[config.mk]
export PLATFORM = sky130hd
export DESIGN_NAME = radix_text_to_uint64
export DESIGN_NICKNAME = d
export VERILOG_FILES = /design/src/rtl/rtt_pkg.sv /design/src/rtl/rtt_in_reg.sv /design/src/rtl/rtt_core.sv /design/src/rtl/radix_text_to_uint64.sv
export SDC_FILE = /design/constraint.sdc
export NUM_CORES = 1
export LEC_CHECK = 0
export BUFFER_PORTS_ARGS = -buffer_cell sky130_fd_sc_hd__buf_2
export CAP_MARGIN = 25
export CORE_ASPECT_RATIO = 0.5
export CORE_MARGIN = 2
export CORE_UTILIZATION = 45
export DETAILED_ROUTE_END_ITERATION = 8
export GPL_TIMING_DRIVEN = 0
export SETUP_SLACK_MARGIN = 0.4
export SKIP_CTS_REPAIR_TIMING = 1
export SLEW_MARGIN = 20
export SYNTH_ARGS = -nofsm -noshare
export SYNTH_HDL_FRONTEND = slang
export SYNTH_SLANG_ARGS = --single-unit
[constraint.sdc]
create_clock -name clk -period 10.9 [get_ports clk]
set_clock_uncertainty 0.05 [all_clocks]
set_input_delay 2.18 -clock clk [delete_from_list [all_inputs] [get_ports clk]]
set_output_delay 2.18 -clock clk [all_outputs]
set_load 0.03 [all_outputs]
[src/rtl/rtt_pkg.sv]
// ----------------------------------------------------------------------------
// rtt_pkg: shared types and constants for the radix text parser
// Character codes, status codes and the digit and prefix decoders.
// ----------------------------------------------------------------------------
package rtt_pkg;

    localparam int LENGTH_BITS_DEF = 16;
    localparam int RADIX_W         = 6;
    localparam int VALUE_W         = 64;
    localparam int STATUS_W        = 2;
    localparam int CH_W            = 8;

    localparam logic [RADIX_W-1:0] RADIX_MAX = 6'd36;
    localparam logic [RADIX_W-1:0] RADIX_DEC = 6'd10;

    // Status codes of a result.
    localparam logic [STATUS_W-1:0] ST_COMPLETE = 2'd0;
    localparam logic [STATUS_W-1:0] ST_STOPPED  = 2'd1;
    localparam logic [STATUS_W-1:0] ST_OVERFLOW = 2'd2;

    // Character codes.
    localparam logic [CH_W-1:0] CH_ZERO   = 8'h30;
    localparam logic [CH_W-1:0] CH_NINE   = 8'h39;
    localparam logic [CH_W-1:0] CH_LOW_A  = 8'h61;
    localparam logic [CH_W-1:0] CH_LOW_Z  = 8'h7A;
    localparam logic [CH_W-1:0] CH_LOW_B  = 8'h62;
    localparam logic [CH_W-1:0] CH_LOW_D  = 8'h64;
    localparam logic [CH_W-1:0] CH_LOW_O  = 8'h6F;
    localparam logic [CH_W-1:0] CH_LOW_X  = 8'h78;
    localparam logic [CH_W-1:0] CASE_BIT  = 8'h20;
    localparam logic [CH_W-1:0] LETTER_OFS = 8'h57;

    typedef struct packed {
        logic [CH_W-1:0] ch;
        logic            has_char;
        logic            last;
    } item_t;

    typedef struct packed {
        logic               ok;
        logic [RADIX_W-1:0] val;
    } digit_t;

    // Digit value of a character; ok is low for anything that is no digit.
    function automatic digit_t decode_digit(input logic [CH_W-1:0] c);
        digit_t          d;
        logic [CH_W-1:0] low;
        logic [CH_W-1:0] diff;
        d    = '0;
        low  = c | CASE_BIT;
        diff = '0;
        if (c >= CH_ZERO && c <= CH_NINE) begin
            diff  = c - CH_ZERO;
            d.ok  = 1'b1;
            d.val = diff[RADIX_W-1:0];
        end else if (low >= CH_LOW_A && low <= CH_LOW_Z) begin
            diff  = low - LETTER_OFS;
            d.ok  = 1'b1;
            d.val = diff[RADIX_W-1:0];
        end
        return d;
    endfunction

    // Radix chosen by the character after a leading zero; zero if none.
    function automatic logic [RADIX_W-1:0] prefix_radix(input logic [CH_W-1:0] c);
        logic [RADIX_W-1:0] r;
        case (c)
            CH_LOW_B: r = 6'd2;
            CH_LOW_O: r = 6'd8;
            CH_LOW_D: r = 6'd10;
            CH_LOW_X: r = 6'd16;
            default:  r = '0;
        endcase
        return r;
    endfunction

endpackage

[src/rtl/rtt_in_reg.sv]
// ----------------------------------------------------------------------------
// rtt_in_reg: input register stage
// Captures one character word and holds it until the parser takes it.
// ----------------------------------------------------------------------------
module rtt_in_reg
    import rtt_pkg::*;
(
    input  logic  clk,
    input  logic  rst_n,
    input  logic  s_valid,
    output logic  s_ready,
    input  item_t s_item,
    output logic  q_valid,
    input  logic  q_take,
    output item_t q_item
);

    logic  valid_reg;
    logic  valid_next;
    item_t item_reg;

    assign s_ready = !valid_reg || q_take;

    always_comb
    begin
        valid_next = valid_reg;
        if (s_ready)
        begin
            valid_next = s_valid;
        end
    end

    always_ff @(posedge clk or negedge rst_n)
    begin
        if (!rst_n)
        begin
            valid_reg <= 1'b0;
        end
        else
        begin
            valid_reg <= valid_next;
        end
    end

    always_ff @(posedge clk)
    begin
        if (s_ready && s_valid)
        begin
            item_reg <= s_item;
        end
    end

    assign q_valid = valid_reg;
    assign q_item  = item_reg;

endmodule

[src/rtl/rtt_core.sv]
// ----------------------------------------------------------------------------
// rtt_core: parser state and result register
// One multiply by the radix and one add per character, then the result word.
// ----------------------------------------------------------------------------
module rtt_core
    import rtt_pkg::*;
#(
    parameter int LENGTH_BITS = LENGTH_BITS_DEF
)
(
    input  logic                   clk,
    input  logic                   rst_n,
    input  logic                   cfg_valid,
    input  logic [RADIX_W-1:0]     cfg_data,
    input  logic                   q_valid,
    output logic                   q_take,
    input  item_t                  q_item,
    output logic                   m_valid,
    input  logic                   m_ready,
    output logic [VALUE_W-1:0]     m_value,
    output logic [STATUS_W-1:0]    m_status,
    output logic [LENGTH_BITS-1:0] m_length
);

    logic [RADIX_W-1:0]     mode_reg;
    logic [VALUE_W-1:0]     acc_reg,    acc_next;
    logic [LENGTH_BITS-1:0] pos_reg,    pos_next;
    logic [STATUS_W-1:0]    stop_reg,   stop_next;
    logic [RADIX_W-1:0]     radix_reg,  radix_next;
    logic                   lzs_reg,    lzs_next;
    logic                   mval_reg,   mval_next;
    logic [VALUE_W-1:0]     oval_reg,   oval_next;
    logic [STATUS_W-1:0]    ost_reg,    ost_next;
    logic [LENGTH_BITS-1:0] olen_reg,   olen_next;

    logic                   fire;
    logic                   feed_en;
    logic [RADIX_W-1:0]     feed_r;
    logic [LENGTH_BITS-1:0] pos_in;
    logic [RADIX_W-1:0]     pre_r;
    digit_t                 dig;
    logic [VALUE_W+RADIX_W-1:0] prod;
    logic [VALUE_W:0]       sum;

    assign fire   = q_valid && (!mval_reg || m_ready);
    assign q_take = fire;

    assign dig   = decode_digit(q_item.ch);
    assign pre_r = prefix_radix(q_item.ch);
    assign prod  = (VALUE_W+RADIX_W)'(acc_reg) * (VALUE_W+RADIX_W)'(feed_r);
    assign sum   = {1'b0, prod[VALUE_W-1:0]} + (VALUE_W+1)'(dig.val);

    always_comb
    begin
        acc_next   = acc_reg;
        pos_next   = pos_reg;
        stop_next  = stop_reg;
        radix_next = radix_reg;
        lzs_next   = lzs_reg;
        feed_en    = 1'b0;
        feed_r     = radix_reg;
        pos_in     = pos_reg;
        mval_next  = mval_reg && !m_ready;
        oval_next  = oval_reg;
        ost_next   = ost_reg;
        olen_next  = olen_reg;

        if (fire)
        begin
            if (q_item.has_char)
            begin
                if (radix_reg != '0)
                begin
                    feed_en = 1'b1;
                end
                else if (lzs_reg)
                begin
                    lzs_next = 1'b0;
                    if (pre_r != '0)
                    begin
                        radix_next = pre_r;
                        pos_next   = LENGTH_BITS'(2);
                    end
                    else
                    begin
                        // The held-back zero is a digit of its own in radix ten.
                        radix_next = RADIX_DEC;
                        feed_r     = RADIX_DEC;
                        pos_in     = LENGTH_BITS'(1);
                        pos_next   = pos_in;
                        feed_en    = 1'b1;
                    end
                end
                else if (mode_reg == '0)
                begin
                    if (q_item.ch == CH_ZERO && !q_item.last)
                    begin
                        lzs_next = 1'b1;
                    end
                    else
                    begin
                        radix_next = RADIX_DEC;
                        feed_r     = RADIX_DEC;
                        feed_en    = 1'b1;
                    end
                end
                else
                begin
                    radix_next = mode_reg;
                    feed_r     = mode_reg;
                    feed_en    = 1'b1;
                end
            end

            if (feed_en && stop_reg == ST_COMPLETE)
            begin
                if (!dig.ok || dig.val >= feed_r)
                begin
                    stop_next = ST_STOPPED;
                end
                else if (prod[VALUE_W+RADIX_W-1:VALUE_W] != '0)
                begin
                    stop_next = ST_OVERFLOW;
                end
                else
                begin
                    acc_next = sum[VALUE_W-1:0];
                    if (sum[VALUE_W])
                    begin
                        stop_next = ST_OVERFLOW;
                    end
                    else if (!(&pos_in))
                    begin
                        pos_next = pos_in + LENGTH_BITS'(1);
                    end
                end
            end

            if (q_item.last)
            begin
                mval_next = 1'b1;
                if (radix_next == '0 && !lzs_next)
                begin
                    oval_next = '0;
                    ost_next  = ST_STOPPED;
                    olen_next = '0;
                end
                else if (lzs_next)
                begin
                    oval_next = '0;
                    ost_next  = ST_COMPLETE;
                    olen_next = LENGTH_BITS'(1);
                end
                else
                begin
                    oval_next = acc_next;
                    ost_next  = stop_next;
                    olen_next = pos_next;
                end
                acc_next   = '0;
                pos_next   = '0;
                stop_next  = ST_COMPLETE;
                radix_next = '0;
                lzs_next   = 1'b0;
            end
        end
    end

    always_ff @(posedge clk or negedge rst_n)
    begin
        if (!rst_n)
        begin
            mode_reg  <= '0;
            acc_reg   <= '0;
            pos_reg   <= '0;
            stop_reg  <= ST_COMPLETE;
            radix_reg <= '0;
            lzs_reg   <= 1'b0;
            mval_reg  <= 1'b0;
        end
        else
        begin
            if (cfg_valid)
            begin
                mode_reg <= (cfg_data > RADIX_MAX) ? RADIX_MAX : cfg_data;
            end
            acc_reg   <= acc_next;
            pos_reg   <= pos_next;
            stop_reg  <= stop_next;
            radix_reg <= radix_next;
            lzs_reg   <= lzs_next;
            mval_reg  <= mval_next;
        end
    end

    always_ff @(posedge clk)
    begin
        oval_reg <= oval_next;
        ost_reg  <= ost_next;
        olen_reg <= olen_next;
    end

    assign m_valid  = mval_reg;
    assign m_value  = oval_reg;
    assign m_status = ost_reg;
    assign m_length = olen_reg;

    a_mode_range: assert property (@(posedge clk) disable iff (!rst_n)
        mode_reg <= RADIX_MAX)
        else $error("radix mode register above the largest radix");

    a_stop_needs_radix: assert property (@(posedge clk) disable iff (!rst_n)
        stop_reg != ST_COMPLETE |-> radix_reg != '0)
        else $error("parse stopped without a chosen radix");

    a_zero_pending: assert property (@(posedge clk) disable iff (!rst_n)
        lzs_reg |-> (radix_reg == '0 && pos_reg == '0 && acc_reg == '0))
        else $error("held-back zero with parse state already in use");

    a_clear_after_end: assert property (@(posedge clk) disable iff (!rst_n)
        fire && q_item.last |=> (acc_reg == '0 && pos_reg == '0 && radix_reg == '0
                                 && !lzs_reg && m_valid))
        else $error("state not cleared or result missing after end of string");

    a_status_code: assert property (@(posedge clk) disable iff (!rst_n)
        m_valid |-> (m_status == ST_COMPLETE || m_status == ST_STOPPED
                     || m_status == ST_OVERFLOW))
        else $error("result carries an unknown status");

endmodule

[src/rtl/radix_text_to_uint64.sv]
// The tlast word passes the input register and then the core's result register,
// provided the result register is free; a waiting result holds the input back.
// Throughput: one character word per cycle while no waiting result holds the input back;
// the multiply-by-radix and add that feed the accumulator are combinational.
// One result word per string, emitted on the word that carries tlast.
// Reset (rst_n low, asynchronous) clears the parse state, the radix mode and both stages.
// ----------------------------------------------------------------------------
// radix_text_to_uint64: streaming text to 64-bit unsigned integer parser
// Parses a character stream in a fixed or prefix-selected radix.
// ----------------------------------------------------------------------------
module radix_text_to_uint64
    import rtt_pkg::*;
#(
    parameter int LENGTH_BITS = LENGTH_BITS_DEF,
    parameter int M_TDATA_W   = ((VALUE_W + STATUS_W + LENGTH_BITS + 7) / 8) * 8
)
(
    input  logic                 clk,
    input  logic                 rst_n,
    input  logic                 cfg_valid,
    output logic                 cfg_ready,
    input  logic [RADIX_W-1:0]   cfg_data,   // radix_mode
    input  logic                 s_tvalid,
    output logic                 s_tready,
    input  logic [CH_W-1:0]      s_tdata,    // ch
    input  logic                 s_tuser,    // has_char
    input  logic                 s_tlast,
    output logic                 m_tvalid,
    input  logic                 m_tready,
    output logic [M_TDATA_W-1:0] m_tdata     // result_value, status, used_length, zero pad
);

    item_t                  s_item;
    item_t                  q_item;
    logic                   q_valid;
    logic                   q_take;
    logic [VALUE_W-1:0]     value;
    logic [STATUS_W-1:0]    status;
    logic [LENGTH_BITS-1:0] used_length;

    assign cfg_ready = 1'b1;

    assign s_item.ch       = s_tdata;
    assign s_item.has_char = s_tuser;
    assign s_item.last     = s_tlast;

    rtt_in_reg u_in_reg (
        .clk     (clk),
        .rst_n   (rst_n),
        .s_valid (s_tvalid),
        .s_ready (s_tready),
        .s_item  (s_item),
        .q_valid (q_valid),
        .q_take  (q_take),
        .q_item  (q_item)
    );

    rtt_core #(
        .LENGTH_BITS (LENGTH_BITS)
    ) u_core (
        .clk       (clk),
        .rst_n     (rst_n),
        .cfg_valid (cfg_valid),
        .cfg_data  (cfg_data),
        .q_valid   (q_valid),
        .q_take    (q_take),
        .q_item    (q_item),
        .m_valid   (m_tvalid),
        .m_ready   (m_tready),
        .m_value   (value),
        .m_status  (status),
        .m_length  (used_length)
    );

    always_comb
    begin
        m_tdata = '0;
        m_tdata[VALUE_W-1:0] = value;
        m_tdata[VALUE_W +: STATUS_W] = status;
        m_tdata[VALUE_W+STATUS_W +: LENGTH_BITS] = used_length;
    end

endmodule

==> reports/qor.json <==
{
  "detail_route.wl_per_cell_um": 22.6,
  "power_density_mw_per_mm2": 92.7,
  "netlist.top_cell.by_area": "fa_1",
  "maxCapViolations": 0,
  "synth_ff_type": "dfrtp_1",
  "fp.coreArea_mm2": 0.0542,
  "run_status": "finished clean",
  "layout.nets": 3448,
  "critPathKind": "in2reg",
  "worst_pin_slew_ps": 1030,
  "detailed_place_hpwl_um": 71600,
  "report.final.setup_viol": 0,
  "crit_fanout": 10,
  "clkSlewWorstSetupHoldPaths_ps": 70,
  "drive_above_1_share_pct": 10.7,
  "final-max-slew-violation-count": 0,
  "multi_input_comb_area_mm2": 0.0180,
  "max_freq_mhz": 95.8,
  "clock_insertion_delay_worst_skew_ps": 450,
  "initial_core_util_pct": 45.9,
  "leakage_uw": 0.0123,
  "share_of_the_cycle_needed_by_the_critical_path_after_routing_pct": 95.7,
  "critPathRequiredTime_ps": 11020,
  "routability_congestion_estimate_from_global_placement": 0.986,
  "drt-total-wl_um": 86900,
  "cts.htree.levels": 4,
  "layout.core_utilization_pct": 50.6,
  "number_of_global_route_vias_before_repair": 21200,
  "i_o_pin_count": 112,
  "finalHoldViolations": 0,
  "layout.filler_cells": 5339,
  "yosys.area_share.adder_pct": 25.0,
  "post_synthesis_compound_gate_area_fraction_pct": 17.0,
  "detail_route.iter0.violations": 2524,
  "synth.area.mux_share_pct": 0.920,
  "hold_path.class": "reg2reg",
  "fp-row-count": 60,
  "dpl_worst_slack_ps": -1190,
  "power_uw": 2540,
  "yosys_register_bits": 189,
  "grt_antenna_before_repair": 1,
  "clock_sink_count": 189,
  "synth.yosys.seq_area_share_pct": 20.9,
  "final_period_minus_worst_setup_slack_ps": 10430,
  "layout_commonest_cell": "and2_1",
  "drt_drc_violations_left": 0,
  "final_cell_mix": "362 x and2_1, 310 x inv_1, 306 x nand2_1, 250 x fa_1, 161 x a21oi_1",
  "drtPass1Iterations": 5,
  "grt_start_max_net_pins": 58,
  "tritoncts": "built",
  "synth_top_family_by_area": "simple AND/OR/NAND/NOR gates",
  "number_of_synthesized_flops_with_an_enable_pin": 92,
  "layout.area.seq_mm2": 0.00519,
  "slew-limit-headroom_pct": 30.5,
  "rsz0062_at_grt": "false",
  "maximum_vdd_drop_v": 0.0000838,
  "synthesis.area_mm2": 0.0249,
  "setup_total_negative_slack_ps": 0,
  "synth_cell_type_count": 106,
  "drt-vias-per-instance": 5.84,
  "synthToLayoutAreaGrowth_pct": 10.2,
  "die-area_mm2": 0.0573,
  "synthesis.area_per_instance_um2": 8.48,
  "ys_async_sr_fraction_pct": 51.3,
  "netlist.area_leader.share_pct": 20.1,
  "timing.critical_path.arrival_ps": 10550,
  "clock_path_buffers": 2,
  "die_height_um": 170,
  "post_synth_main_area_contributors": "fa_1 20%, edfxtp_1 11%, dfrtp_1 9.8%",
  "crit_path_start_kind": "input pin",
  "post_synth_inst_count": 2933,
  "groute.usage.overall_pct": 30.5,
  "vias": 22400,
  "numCtsBuffers": 17,
  "post_synth_xor_area_fraction_pct": 3.70,
  "end_kind": "flip-flop",
  "die_width_um": 337,
  "pnr_worst_setup_slack_ps": 465,
  "grt_pass1_wl_um": 131000,
  "buffers_added_on_ports": 104,
  "residual_overflow_from_global_routing": 0,
  "synth.yosys.warnings": 0,
  "synth-simple-area-share_pct": 25.0,
  "cts.root.buffer_cell": "clkbuf_16",
  "drtAntennaViolNets": 0
}
[kinds of logic (layout without fill, tap and decap cells)]
family                     after synthesis  in the layout
xor gates and xnor gates               105            105
buffers and inverters                  471            626
and+or+nand+nor                       1166           1166
AOI/OAI and AO/OA                      631            631
adders and majority gates              347            347
other                                    2             11
muxes                                   22             22
DFF                                    189            189
[per-layer routing]
metal / vias to the layer above / GRT usage [%] / share of wire (%)
met3: 83 / 9.77 / 11
met4: 4 / 6.83 / 2.0
met5: - / 3.32 / 0.30
li1: 10200 / - / -
met2: 901 / 44.6 / 43
met1: 11200 / 43.5 / 44
[power by group]
part           switching (uW)  total (uW)  leakage, uW  internal [uW]
Clock                     308         652     0.000286            344
Combinational             733        1000      0.00981            269
Sequential               68.5         889      0.00222            821
Total                    1110        2540       0.0123           1430
[final timing paths]
kind | start | to | slack (ps) | depth (start not counted)
max | m_tready | u_core.m_length[1]$_SDFFCE_PP0P_ | 470 | 28
min | u_core.mode_reg[3]$_DFFE_PN0P_ | u_core.mode_reg[3]$_DFFE_PN0P_ | 510 | 2
max reg2reg | u_core.radix_reg[1]$_DFFE_PN0P_ | u_core.m_length[1]$_SDFFCE_PP0P_ | 730 | 28
min reg2reg | u_core.mode_reg[3]$_DFFE_PN0P_ | u_core.mode_reg[3]$_DFFE_PN0P_ | 510 | 2
max in group asynchronous | rst_n | u_core.acc_reg[49]$_DFFE_PN0P_ | 8510 | 2
min in group asynchronous | rst_n | u_core.mode_reg[1]$_DFFE_PN0P_ | 1600 | 1
[through the flow]
step	area (um2)	cells	hold WS, ps
2_1_floorplan	24900	2938	434
3_3_place_gp	26300	3786	473
3_5_place_dp	26500	3791	477
4_1_cts	27000	3823	499
5_1_grt	27400	3837	532
6_report	27400	3841	511
[final cells by class]
type,instances,share of cell area [%]
Antenna cell,4,0.0365
Buffer,159,2.71
Inverter,312,4.28
Sequential cell,189,18.9
Tap cell,744,3.40
Multi-Input combinational cell,2278,65.8
Clock buffer,18,1.57
Timing Repair Buffer,123,2.73
Clock inverter,14,0.566
[synth_stat cells (10+ instances only)]
cell,count
and2_1,362
inv_1,311
nand2_1,306
fa_1,250
nor2_1,165
a21oi_1,163
o21ai_0,138
clkbuf_1,115
dfrtp_1,97
ha_1,97
edfxtp_1,92
xnor2_1,68
nor3_1,61
nand4_1,51
a21o_1,50
nand3_1,50
xor2_1,37
a22o_1,26
a211oi_1,23
a22oi_1,23
buf_2,22
nand2b_1,22
o211ai_1,20
or3_1,20
and3_1,18
nor4_1,17
buf_4,15
mux2i_1,15
o21a_1,14
o31ai_1,13
a31oi_1,12
and4_1,12
o21ai_1,12
a21oi_2,11
or2_2,11
or4_1,11
a2111oi_0,10
o21bai_1,10
[critical path: stages]
cell and delay, ps:
buf_2 100, nand2b_1 170, nand2_1 230, clkbuf_2 360, nand2_1 140, o21ai_2 120, buf_6 240, clkbuf_1 360
and2_1 210, fa_1 440, fa_1 490, inv_1 50, fa_1 530, inv_1 40, ha_1 270, buf_2 190
a21oi_1 240, o21ai_0 350, a21o_1 270, o21ai_0 640, nand2_1 310, a311oi_1 680, nand3_1 280, or3_1 470
nor4b_2 420, a31o_2 400, mux2i_1 270, nor2_1 90
Power figures use the tool's default switching activity.
